## src/rtl/core/cwa_pkg.sv

```systemverilog
// ----------------------------------------------------------------------------
// cwa_pkg
// shared codes, constants and types of the clock with alarm and digit entry
// ----------------------------------------------------------------------------
`default_nettype none

package cwa_pkg;

	localparam logic [1:0] MODE_SEC_TICK  = 2'd0;
	localparam logic [1:0] MODE_BUZZ_TICK = 2'd1;
	localparam logic [1:0] MODE_KEY       = 2'd2;

	localparam logic [1:0] EDIT_NONE  = 2'd0;
	localparam logic [1:0] EDIT_CLOCK = 2'd1;
	localparam logic [1:0] EDIT_ALARM = 2'd2;

	localparam logic [1:0] STATUS_OFF     = 2'd0;
	localparam logic [1:0] STATUS_ARMED   = 2'd1;
	localparam logic [1:0] STATUS_RINGING = 2'd2;

	localparam logic [7:0] KEY_ALARM_SET = 8'h2B;
	localparam logic [7:0] KEY_ALARM_OFF = 8'h2E;
	localparam logic [7:0] KEY_ZERO      = 8'h30;
	localparam logic [7:0] KEY_NINE      = 8'h39;

	localparam logic [1:0] REG_BUZZ_ON     = 2'd0;
	localparam logic [1:0] REG_BUZZ_PERIOD = 2'd1;

	localparam logic [7:0] BUZZ_ON_RESET     = 8'd30;
	localparam logic [7:0] BUZZ_PERIOD_RESET = 8'd45;

	localparam logic [5:0] SIXTY      = 6'd60;
	localparam logic [4:0] TWENTY_FOUR = 5'd24;
	localparam logic [4:0] TWENTY     = 5'd20;
	localparam logic [2:0] LAST_DIGIT = 3'd5;

	typedef struct packed {
		logic       ok;
		logic [3:0] value;
	} cwa_digit_t;

	typedef struct packed {
		logic [4:0] time_hours;
		logic [5:0] time_minutes;
		logic [5:0] time_seconds;
		logic [4:0] wake_hours;
		logic [5:0] wake_minutes;
		logic [5:0] wake_seconds;
		logic       buzzer_drive;
		logic [1:0] alarm_status;
		logic [1:0] edit_target;
		logic [2:0] digit_position;
	} cwa_view_t;

endpackage

`default_nettype wire

```

## src/rtl/core/clock_with_alarm_and_digit_entry.sv

```systemverilog
// ----------------------------------------------------------------------------
// clock_with_alarm_and_digit_entry
// 24-hour clock with alarm, buzzer pulsing and six-digit time entry
// ----------------------------------------------------------------------------
// input channel: in_valid / in_stall carry mode and key_code; a request is
// taken on a clock edge with in_valid high and in_stall low.
// output channel: out_valid / out_stall carry one result per request, the
// clock, alarm, buzzer, status and entry state after that request.
// path: input register, then the result register, which raises out_valid and
// holds the result until it is taken.
// throughput: one request per cycle unless stalled; state update is one short
// combinational pass between the input register and the state/result registers.
// stall: while the result waits under out_stall, one more request is held in
// the input register; in_stall rises only when both registers are full.
// reset: clock and alarm at 00:00:00, buzzer off, status off, clock entry
// pending at digit 0; buzz_on_ticks is 30 and buzz_period_ticks is 45.
// configuration: cfg_we with cfg_index 0 or 1 writes cfg_wdata into one of the
// two buzzer registers; other indexes are ignored. write only while idle.
// ----------------------------------------------------------------------------
`default_nettype none

module clock_with_alarm_and_digit_entry (
	input  wire logic       clk,
	input  wire logic       arst_n,
	input  wire logic       cfg_we,
	input  wire logic [1:0] cfg_index,
	input  wire logic [7:0] cfg_wdata,
	input  wire logic       in_valid,
	output logic            in_stall,
	input  wire logic [1:0] mode,
	input  wire logic [7:0] key_code,
	output logic            out_valid,
	input  wire logic       out_stall,
	output logic [4:0]      time_hours,
	output logic [5:0]      time_minutes,
	output logic [5:0]      time_seconds,
	output logic [4:0]      wake_hours,
	output logic [5:0]      wake_minutes,
	output logic [5:0]      wake_seconds,
	output logic            buzzer_drive,
	output logic [1:0]      alarm_status,
	output logic [1:0]      edit_target,
	output logic [2:0]      digit_position
);
	import cwa_pkg::*;

	logic       valid_s1;
	logic [1:0] mode_s1;
	logic [7:0] key_s1;
	logic       out_valid_q;
	cwa_view_t  result_q;
	cwa_view_t  nxt;
	logic       advance;

	assign in_stall = valid_s1 && out_valid_q && out_stall;
	assign advance  = valid_s1 && (!out_valid_q || !out_stall);

	always_ff @(posedge clk or negedge arst_n) begin
		if (!arst_n) begin
			valid_s1 <= 1'b0;
		end else if (!in_stall) begin
			valid_s1 <= in_valid;
		end
	end

	always_ff @(posedge clk) begin
		if (in_valid && !in_stall) begin
			mode_s1 <= mode;
			key_s1  <= key_code;
		end
	end

	cwa_state u_state (
		.clk       (clk),
		.arst_n    (arst_n),
		.cfg_we    (cfg_we),
		.cfg_index (cfg_index),
		.cfg_wdata (cfg_wdata),
		.step      (advance),
		.mode      (mode_s1),
		.key_code  (key_s1),
		.nxt       (nxt)
	);

	always_ff @(posedge clk or negedge arst_n) begin
		if (!arst_n) begin
			out_valid_q <= 1'b0;
		end else if (advance) begin
			out_valid_q <= 1'b1;
		end else if (!out_stall) begin
			out_valid_q <= 1'b0;
		end
	end

	always_ff @(posedge clk) begin
		if (advance) begin
			result_q <= nxt;
		end
	end

	assign out_valid      = out_valid_q;
	assign time_hours     = result_q.time_hours;
	assign time_minutes   = result_q.time_minutes;
	assign time_seconds   = result_q.time_seconds;
	assign wake_hours     = result_q.wake_hours;
	assign wake_minutes   = result_q.wake_minutes;
	assign wake_seconds   = result_q.wake_seconds;
	assign buzzer_drive   = result_q.buzzer_drive;
	assign alarm_status   = result_q.alarm_status;
	assign edit_target    = result_q.edit_target;
	assign digit_position = result_q.digit_position;

endmodule

`default_nettype wire

```

## src/rtl/core/cwa_digit.sv

```systemverilog
// ----------------------------------------------------------------------------
// cwa_digit
// checks one entry key against the digit expected at the current position
// ----------------------------------------------------------------------------
`default_nettype none

module cwa_digit (
	input  wire logic [7:0]          key_code,
	input  wire logic [2:0]          position,
	input  wire logic [4:0]          hours,
	output cwa_pkg::cwa_digit_t      digit
);
	import cwa_pkg::*;

	logic       is_digit;
	logic [3:0] d;
	logic       fits;

	assign is_digit = (key_code >= KEY_ZERO) && (key_code <= KEY_NINE);
	assign d        = key_code[3:0];

	always_comb begin
		unique case (position)
			3'd0:       fits = (d <= 4'd2);
			3'd1:       fits = ((hours == TWENTY) && (d <= 4'd3)) || (hours < TWENTY);
			3'd2, 3'd4: fits = (d <= 4'd5);
			3'd3, 3'd5: fits = 1'b1;
			default:    fits = 1'b0;
		endcase
	end

	assign digit.ok    = is_digit && fits;
	assign digit.value = d;

endmodule

`default_nettype wire

```

## src/rtl/core/cwa_state.sv

```systemverilog
// ----------------------------------------------------------------------------
// cwa_state
// clock, alarm, buzzer and entry state with its per-request update
// ----------------------------------------------------------------------------
`default_nettype none

module cwa_state (
	input  wire logic                clk,
	input  wire logic                arst_n,
	input  wire logic                cfg_we,
	input  wire logic [1:0]          cfg_index,
	input  wire logic [7:0]          cfg_wdata,
	input  wire logic                step,
	input  wire logic [1:0]          mode,
	input  wire logic [7:0]          key_code,
	output cwa_pkg::cwa_view_t       nxt
);
	import cwa_pkg::*;

	logic [7:0] buzz_on_q, buzz_period_q;
	logic [4:0] clk_h_q, alm_h_q;
	logic [5:0] clk_m_q, clk_s_q, alm_m_q, alm_s_q;
	logic       ringing_q, buzzer_q;
	logic [7:0] count_q;
	logic [1:0] edit_q, status_q;
	logic [2:0] index_q;

	logic [4:0] clk_h_n, alm_h_n;
	logic [5:0] clk_m_n, clk_s_n, alm_m_n, alm_s_n;
	logic       ringing_n, buzzer_n;
	logic [7:0] count_n;
	logic [1:0] edit_n, status_n;
	logic [2:0] index_n;

	logic [4:0]  tgt_h;
	logic [4:0]  new_h;
	logic [5:0]  tgt_m, tgt_s, new_m, new_s;
	cwa_digit_t  digit;

	assign tgt_h = (edit_q == EDIT_CLOCK) ? clk_h_q : alm_h_q;
	assign tgt_m = (edit_q == EDIT_CLOCK) ? clk_m_q : alm_m_q;
	assign tgt_s = (edit_q == EDIT_CLOCK) ? clk_s_q : alm_s_q;

	cwa_digit u_digit (
		.key_code (key_code),
		.position (index_q),
		.hours    (tgt_h),
		.digit    (digit)
	);

	always_comb begin
		clk_h_n   = clk_h_q;
		clk_m_n   = clk_m_q;
		clk_s_n   = clk_s_q;
		alm_h_n   = alm_h_q;
		alm_m_n   = alm_m_q;
		alm_s_n   = alm_s_q;
		ringing_n = ringing_q;
		buzzer_n  = buzzer_q;
		count_n   = count_q;
		edit_n    = edit_q;
		status_n  = status_q;
		index_n   = index_q;
		new_h     = tgt_h;
		new_m     = tgt_m;
		new_s     = tgt_s;

		if (mode == MODE_SEC_TICK) begin
			if (edit_q != EDIT_CLOCK) begin
				clk_s_n = clk_s_q + 6'd1;
				if (clk_s_n >= SIXTY) begin
					clk_s_n = '0;
					clk_m_n = clk_m_q + 6'd1;
				end
				if (clk_m_n >= SIXTY) begin
					clk_m_n = '0;
					clk_h_n = clk_h_q + 5'd1;
				end
				if (clk_h_n >= TWENTY_FOUR) begin
					clk_h_n = '0;
				end
			end
		end else if (mode == MODE_BUZZ_TICK) begin
			if (ringing_q) begin
				count_n = count_q + 8'd1;
			end
		end else if (mode == MODE_KEY) begin
			if (edit_q != EDIT_NONE) begin
				if (digit.ok) begin
					unique case (index_q)
						3'd0:    new_h = tgt_h + 5'(digit.value) * 5'd10;
						3'd1:    new_h = tgt_h + 5'(digit.value);
						3'd2:    new_m = tgt_m + 6'(digit.value) * 6'd10;
						3'd3:    new_m = tgt_m + 6'(digit.value);
						3'd4:    new_s = tgt_s + 6'(digit.value) * 6'd10;
						default: new_s = tgt_s + 6'(digit.value);
					endcase
					if (edit_q == EDIT_CLOCK) begin
						clk_h_n = new_h;
						clk_m_n = new_m;
						clk_s_n = new_s;
					end else begin
						alm_h_n = new_h;
						alm_m_n = new_m;
						alm_s_n = new_s;
					end
					if (index_q == LAST_DIGIT) begin
						if (edit_q == EDIT_ALARM) begin
							status_n = STATUS_ARMED;
						end
						edit_n  = EDIT_NONE;
						index_n = '0;
					end else begin
						index_n = index_q + 3'd1;
					end
				end
			end else if (key_code == KEY_ALARM_SET) begin
				alm_h_n = '0;
				alm_m_n = '0;
				alm_s_n = '0;
				edit_n  = EDIT_ALARM;
				index_n = '0;
			end else if (key_code == KEY_ALARM_OFF) begin
				buzzer_n  = 1'b0;
				ringing_n = 1'b0;
				alm_h_n   = '0;
				alm_m_n   = '0;
				alm_s_n   = '0;
				status_n  = STATUS_OFF;
			end
		end

		if (edit_n == EDIT_NONE) begin
			if ((alm_h_n == clk_h_n) && (alm_m_n == clk_m_n) && (alm_s_n == clk_s_n)) begin
				ringing_n = 1'b1;
				buzzer_n  = 1'b1;
				status_n  = STATUS_RINGING;
			end
			if (ringing_n) begin
				if (count_n >= buzz_on_q) begin
					buzzer_n = 1'b0;
				end
				if (count_n >= buzz_period_q) begin
					buzzer_n = 1'b1;
					count_n  = '0;
				end
			end
		end
	end

	always_ff @(posedge clk or negedge arst_n) begin
		if (!arst_n) begin
			buzz_on_q     <= BUZZ_ON_RESET;
			buzz_period_q <= BUZZ_PERIOD_RESET;
		end else if (cfg_we) begin
			if (cfg_index == REG_BUZZ_ON) begin
				buzz_on_q <= cfg_wdata;
			end
			if (cfg_index == REG_BUZZ_PERIOD) begin
				buzz_period_q <= cfg_wdata;
			end
		end
	end

	always_ff @(posedge clk or negedge arst_n) begin
		if (!arst_n) begin
			clk_h_q   <= '0;
			clk_m_q   <= '0;
			clk_s_q   <= '0;
			alm_h_q   <= '0;
			alm_m_q   <= '0;
			alm_s_q   <= '0;
			ringing_q <= 1'b0;
			buzzer_q  <= 1'b0;
			count_q   <= '0;
			edit_q    <= EDIT_CLOCK;
			index_q   <= '0;
			status_q  <= STATUS_OFF;
		end else if (step) begin
			clk_h_q   <= clk_h_n;
			clk_m_q   <= clk_m_n;
			clk_s_q   <= clk_s_n;
			alm_h_q   <= alm_h_n;
			alm_m_q   <= alm_m_n;
			alm_s_q   <= alm_s_n;
			ringing_q <= ringing_n;
			buzzer_q  <= buzzer_n;
			count_q   <= count_n;
			edit_q    <= edit_n;
			index_q   <= index_n;
			status_q  <= status_n;
		end
	end

	assign nxt.time_hours     = clk_h_n;
	assign nxt.time_minutes   = clk_m_n;
	assign nxt.time_seconds   = clk_s_n;
	assign nxt.wake_hours     = alm_h_n;
	assign nxt.wake_minutes   = alm_m_n;
	assign nxt.wake_seconds   = alm_s_n;
	assign nxt.buzzer_drive   = buzzer_n;
	assign nxt.alarm_status   = status_n;
	assign nxt.edit_target    = edit_n;
	assign nxt.digit_position = index_n;

	a_buzz_needs_ring: assert property (@(posedge clk) disable iff (!arst_n)
		buzzer_q |-> ringing_q)
		else $error("buzzer on without ringing");

	a_index_idle: assert property (@(posedge clk) disable iff (!arst_n)
		(edit_q == EDIT_NONE) |-> (index_q == 3'd0))
		else $error("digit position not cleared outside entry");

	a_index_range: assert property (@(posedge clk) disable iff (!arst_n)
		index_q <= LAST_DIGIT)
		else $error("digit position out of range");

	a_clock_frozen: assert property (@(posedge clk) disable iff (!arst_n)
		(step && (edit_q == EDIT_CLOCK) && (mode == MODE_SEC_TICK)) |=> $stable(clk_s_q))
		else $error("clock advanced during clock entry");

	a_time_range: assert property (@(posedge clk) disable iff (!arst_n)
		(clk_s_q < SIXTY) && (clk_m_q < SIXTY) && (clk_h_q < TWENTY_FOUR))
		else $error("clock time out of range");

endmodule

`default_nettype wire

```

## config.mk

```make
export PLATFORM = sky130hd
export DESIGN_NAME = clock_with_alarm_and_digit_entry
export DESIGN_NICKNAME = d
export VERILOG_FILES = /design/src/rtl/core/cwa_pkg.sv /design/src/rtl/core/clock_with_alarm_and_digit_entry.sv /design/src/rtl/core/cwa_digit.sv /design/src/rtl/core/cwa_state.sv
export SDC_FILE = /design/constraint.sdc
export NUM_CORES = 1
export LEC_CHECK = 0
export BUFFER_PORTS_ARGS = -buffer_cell sky130_fd_sc_hd__clkbuf_2
export CORE_MARGIN = 4
export CORE_UTILIZATION = 55
export DETAILED_ROUTE_END_ITERATION = 8
export PLACE_DENSITY = 0.74
export SLEW_MARGIN = 20
export SYNTH_ARGS = -nofsm -noshare
export SYNTH_HDL_FRONTEND = slang
export SYNTH_HIERARCHICAL = 1
export SYNTH_SLANG_ARGS = --single-unit
```

## constraint.sdc

```tcl
create_clock -name clk -period 8 [get_ports clk]
set_input_delay 1.6 -clock clk [delete_from_list [all_inputs] [get_ports clk]]
set_output_delay 1.6 -clock clk [all_outputs]
set_load 0.02 [all_outputs]
```

Word-level counts from Yosys, hierarchy flattened

Index checks and enable logic that the tools add are counted.

Logic and storage cells: 208
Output and inout port bits: 44
Register bits after elaboration: 121
Input port bits: 25

Order comparisons: 11
$add $sub $neg: 11
Reductions and logical operators: 24
Multiply operators: 2
Equality and inequality tests: 18
Mux-type cells: 114

Operator list:

| kind                                                              | count |
|---|---|
| 2-to-1 mux 6 bit                                                  | 37 |
| 2-to-1 mux 5 bit                                                  | 20 |
| 2-to-1 mux 8 bit                                                  | 6 |
| 2-to-1 mux 2 bit                                                  | 18 |
| case mux 6 bit (2 select lines)                                   | 2 |
| 2-to-1 mux 1 bit                                                  | 22 |
| 2-to-1 mux 3 bit                                                  | 7 |
| == test 8 x 6 -> 1 bit, second input constant                     | 2 |
| greater-or-equal comparator 8 bit                                 | 2 |
| adder 6 x 1 -> 6 bit, second input constant                       | 2 |
| adder 6 x 4 -> 6 bit                                              | 2 |
| adder 6 bit                                                       | 2 |
| == test 6 bit                                                     | 2 |
| greater-or-equal comparator 6 bit, second input constant          | 2 |
| case mux 5 bit (2 select lines)                                   | 1 |
| logical AND 1 bit                                                 | 9 |
| adder 8 x 1 -> 8 bit, second input constant                       | 1 |
| greater-or-equal comparator 8 x 6 -> 1 bit, second input constant | 1 |
| <= comparator 4 x 2 -> 1 bit, second input constant               | 2 |
| <= comparator 8 x 6 -> 1 bit, second input constant               | 1 |
| == test 2 x 1 -> 1 bit, second input constant                     | 3 |
| == test 3 x 2 -> 1 bit, second input constant                     | 2 |
| == test 3 bit, second input constant                              | 2 |
| zero test 2 bit                                                   | 3 |
| 22 further kinds                                                  | 29 |

Longest topological paths before layout

Depth in word-level cells: 21
Gate-level depth with buffers: 24
Mapped depth without buffers: 18

By module

Netlist, hierarchy kept.

Modules (own cells, without submodules):

| module                           | sequential area each (µm²) | cells an instance | instances | area an instance (µm²) |
|---|---|---|---|---|
| cwa_state                        | 1687.9                     | 858               | 1         | 6856.6 |
| clock_with_alarm_and_digit_entry | 1611.5                     | 60                | 1         | 1654.1 |
| cwa_digit                        | 0.0                        | 18                | 1         | 117.6 |

Worst setup path after synthesis

No wires, ideal clock.

Path type: input to register
Start point: input out_stall
End point: register u_state.alm_h_q[0]
Setup time: 125 ps
Stages on the path: 4
Arrival: 5829 ps
Buffers on the path: 2
Slack: 2046 ps
Data required time: 7875 ps
Cells stage by stage: a21boi_0 clkbuf_1 clkbuf_1 mux2_2

Longest elaborated chain between the ends: 3

Ends and longest elaborated chain:

| item                 | RTL line                               | text |
|---|---|---|
| start, declared      | clock_with_alarm_and_digit_entry.sv:33 | `input wire logic out_stall,` |
| zero test 1 bit      | --                                     |  |
| logical OR 1 bit     | clock_with_alarm_and_digit_entry.sv:56 | `assign advance = valid_s1 && (!out_valid_q \|\| !out_stall);` |
| logical AND 1 bit    | clock_with_alarm_and_digit_entry.sv:56 |  |
| end signal, assigned | cwa_state.sv:183                       | `alm_h_q <= alm_h_n;` |
| end, declared        | cwa_state.sv:21                        | `logic [4:0] clk_h_q, alm_h_q;` |

No other way between the ends.
A chain may end at the register's enable or synchronous reset.

==> impl_metrics.ini <==
[drt]
vias = 7464
routed_wl_um = 23950
dr.pass1.iters = 7
drt_iter0_drc = 804
wl_per_cell_um = 19.96
drc_errors = 0
via_per_inst = 6.220
postRouteAntennaNets = 0

[synth]
syn_area_um2 = 8628
synthArstFlopShare_pct = 57.02
syn_nets = 1014
synth_mux_area_share_pct = 6.598
synth.distinct_cells = 85
ys.flop_type = dfrtp_1
synth-seq-cells = 121
syn_inst = 936
yosys.area_share.adder_pct = 8.208
yosys_warnings = 6
synth-simple-area-share_pct = 19.11
synth_top_family_by_area = compound AO/OA/AOI/OAI gates
synth_xor_area_share_pct = 3.147
synth_compound_area_share_pct = 19.34
syn_area_per_cell_um2 = 9.218
synth_edf_count = 52
yosysSeqAreaShare_pct = 38.24

[grt]
grt_pass1_vias = 7124
grtUsageTotal_pct = 27.07
global_route.overflow_total = 0
grt_max_degree = 70
grt_antenna_before_repair = 0
grt_pass1_wl_um = 38140

[min_path]
hp-class = reg2reg
hp-start = u_state/buzz_period_q[1]$_DFFE_PN0P_

[sta]
period_needed_ns = 6.236
rsz0062_at_grt = false
fin_crit_sh_pct = 77.94
slew_headroom_pct = 36.12
hold_viol_final = 0
setup_violations = 0
slew_viol_final = 0
clock-skew-final_ns = 0.01413
fmax_ghz = 0.1604
tightest_slew_ns = 0.9582
tns_ns = 0

[clocking]
postCtsHoldBufs = 0
tritoncts = built
cts_resized = 0
insertion_delay_ns = 0.42
cts_max_path_buffers = 2
cts_setup_buffers = 0
clockRootBuffer = clkbuf_16
clk_pin_slew_ns = 0.06
htreeDepth = 4
cts_sinks = 121
numCtsBuffers = 17

[setup_path]
crit_path_end_kind = flip-flop
crit_start = u_state/edit_q[1]$_DFFE_PN0P_
path_class = reg2reg
cp-start-kind = flip-flop
worstPathRequired_ns = 8.27
critical_path_arrival_ns = 6.51
crit_path_frequent_cell = nor4_1
worst-path-buf-inv = 0
crit_fanout = 32
r2r_start = u_state/edit_q[1]$_DFFE_PN0P_
cpPeakStageDelay_ns = 0.76
cpLargestDelayFamily = simple AND/OR/NAND/NOR gates
cp_slowest_cell = and3_1
worstPathCellList = nand2b_4, mux2_2, nor4_1, nor4_1, nor3_1, and3_1, nor2_1, a211oi_1, nand2b_1, o21ai_0, or4b_1, a2111oi_2, nand4_1, nor4_1, o2111ai_1, a31oi_1

[floorplan]
core-area_um2 = 15260
die_area_um2 = 17760
die_w_um = 133.3
die_y_um = 133.3
start_util_pct = 56.55
pin_count = 69
std_cell_rows = 45

[placed_design]
dp_hpwl_um = 16990
portBuffers = 68
gp_congestion = 0.9733
placedCellCount = 1168

[layout]
final_common_cell = nand2_1
final.fill_count = 1313
nNetsFinal = 1054
layout_common_cells = 103 x nand2_1, 75 x nor2_1, 67 x clkbuf_2
drive_gt1_share_pct = 17.59
fin_cells = 1200
syn2layout_area_growth_pct = 11.27
n_antenna_cell = 0

[run_status]
outcome = completed

[power]
power_density_nw_per_um2 = 243.5
leakage_nw = 4.131
max-vdd-ir-drop_v = 0.0001549

[job]
drv_cap = 0
==> logic make-up after synthesis <==
| group | count (synthesis) |
|---|---|
| compound gates | 246 |
| fa+ha+maj | 53 |
| xor+xnor | 31 |
| buf+inv | 103 |
| simple gates | 330 |
| mux | 52 |
| flops | 121 |
==> final cells by class <==
type / count / area, µm² / share of cell area, %
well taps: 211 / 264.0 / 2.750
repair buffers: 72 / 372.9 / 3.884
flip-flops and latches: 121 / 3299 / 34.37
multi-input cells: 712 / 4878 / 50.81
clock inverters: 13 / 147.6 / 1.538
clock buffers: 19 / 442.9 / 4.614
inverters: 52 / 195.2 / 2.033
==> metal layers <==
metal	vias to the layer above	share of wire (%)	track usage, %
met1	3508	41	35.67
li1	3521	-	-
met4	0	3.3	9.200
met5	-	0	0
met3	62	7.4	5.023
met2	373	48	45.17
==> synth_stat cells, types with 9 or more instances <==
cell type | instances | area, µm²
clkbuf_1 | 30 | 112.6
ha_1 | 47 | 588.1
nor3_1 | 10 | 50.05
nor2_1 | 75 | 281.5
nand3_1 | 32 | 160.2
and3_1 | 9 | 56.30
inv_1 | 51 | 191.4
a21oi_1 | 53 | 265.3
or3_1 | 10 | 62.56
o21ai_0 | 53 | 265.3
dfstp_2 | 9 | 236.5
xnor2_1 | 23 | 201.4
a31oi_1 | 10 | 62.56
nand2_1 | 103 | 386.6
a21o_1 | 26 | 195.2
nand4_1 | 16 | 100.1
edfxtp_1 | 52 | 1562
dfrtp_1 | 60 | 1501
and2_1 | 9 | 56.30
mux2_2 | 39 | 439.2
nor4_1 | 11 | 68.82
nor2b_1 | 9 | 56.30
nand2b_1 | 10 | 62.56
a211oi_1 | 15 | 112.6
mux2i_1 | 13 | 130.1
==> where the power goes <==
| group | switching (mW) | total (mW) | internal, mW |
|---|---|---|---|
| Clock | 0.296 | 0.765 | 0.469 |
| Sequential | 0.127 | 0.880 | 0.752 |
| Combinational | 0.427 | 0.694 | 0.267 |
| Total | 0.849 | 2.34 | 1.49 |
==> worst register-to-register path, delay by kind of cell (launching register included) <==
kind	cells	cell delay, ns
flip-flops	1	0.56
AO/OA/AOI/OAI	5	1.40
AND/OR/NAND/NOR	10	3.67
multiplexers	1	0.46
==> state kept, by name (all words and copies together) (netlist names), 3 cells and up <==
name / flops
digit_position: 3
key_s1: 8
time_hours: 5
time_minutes: 6
time_seconds: 6
u_state/alm_h_q: 5
u_state/alm_m_q: 6
u_state/alm_s_q: 6
u_state/buzz_on_q: 8
u_state/buzz_period_q: 8
u_state/clk_h_q: 5
u_state/clk_m_q: 6
u_state/clk_s_q: 6
u_state/count_q: 8
u_state/index_q: 3
wake_hours: 5
wake_minutes: 6
wake_seconds: 6
==> final timing paths <==
kind | cells past startpoint | slack, ns | to
max | 16 | 1.76 | buzzer_drive$_DFFE_PP_
min | 1 | 0.51 | u_state/buzz_period_q[1]$_DFFE_PN0P_
max reg2reg | 16 | 1.76 | buzzer_drive$_DFFE_PP_
min reg2reg | 1 | 0.51 | u_state/buzz_period_q[1]$_DFFE_PN0P_
max in group asynchronous | 1 | 6.04 | u_state/status_q[1]$_DFFE_PN0P_
min in group asynchronous | 1 | 1.30 | u_state/alm_h_q[3]$_DFFE_PN0P_
==> through the flow <==
step	worst slack (ns)	hold WS [ns]	power (mW)	area (µm²)	utilization, %
after floorplan	2.046	0.4554	1.363	8628	-
after global placement	2.216	0.4838	1.560	9010	59.05
after detailed placement	2.089	0.4833	1.563	9010	59.05
after CTS	2.030	0.5073	2.337	9600	62.92
after global routing	1.408	0.5291	2.459	9600	62.92
final	1.764	0.5077	2.338	9600	62.92
No activity file was read; power rests on OpenSTA's default activity.
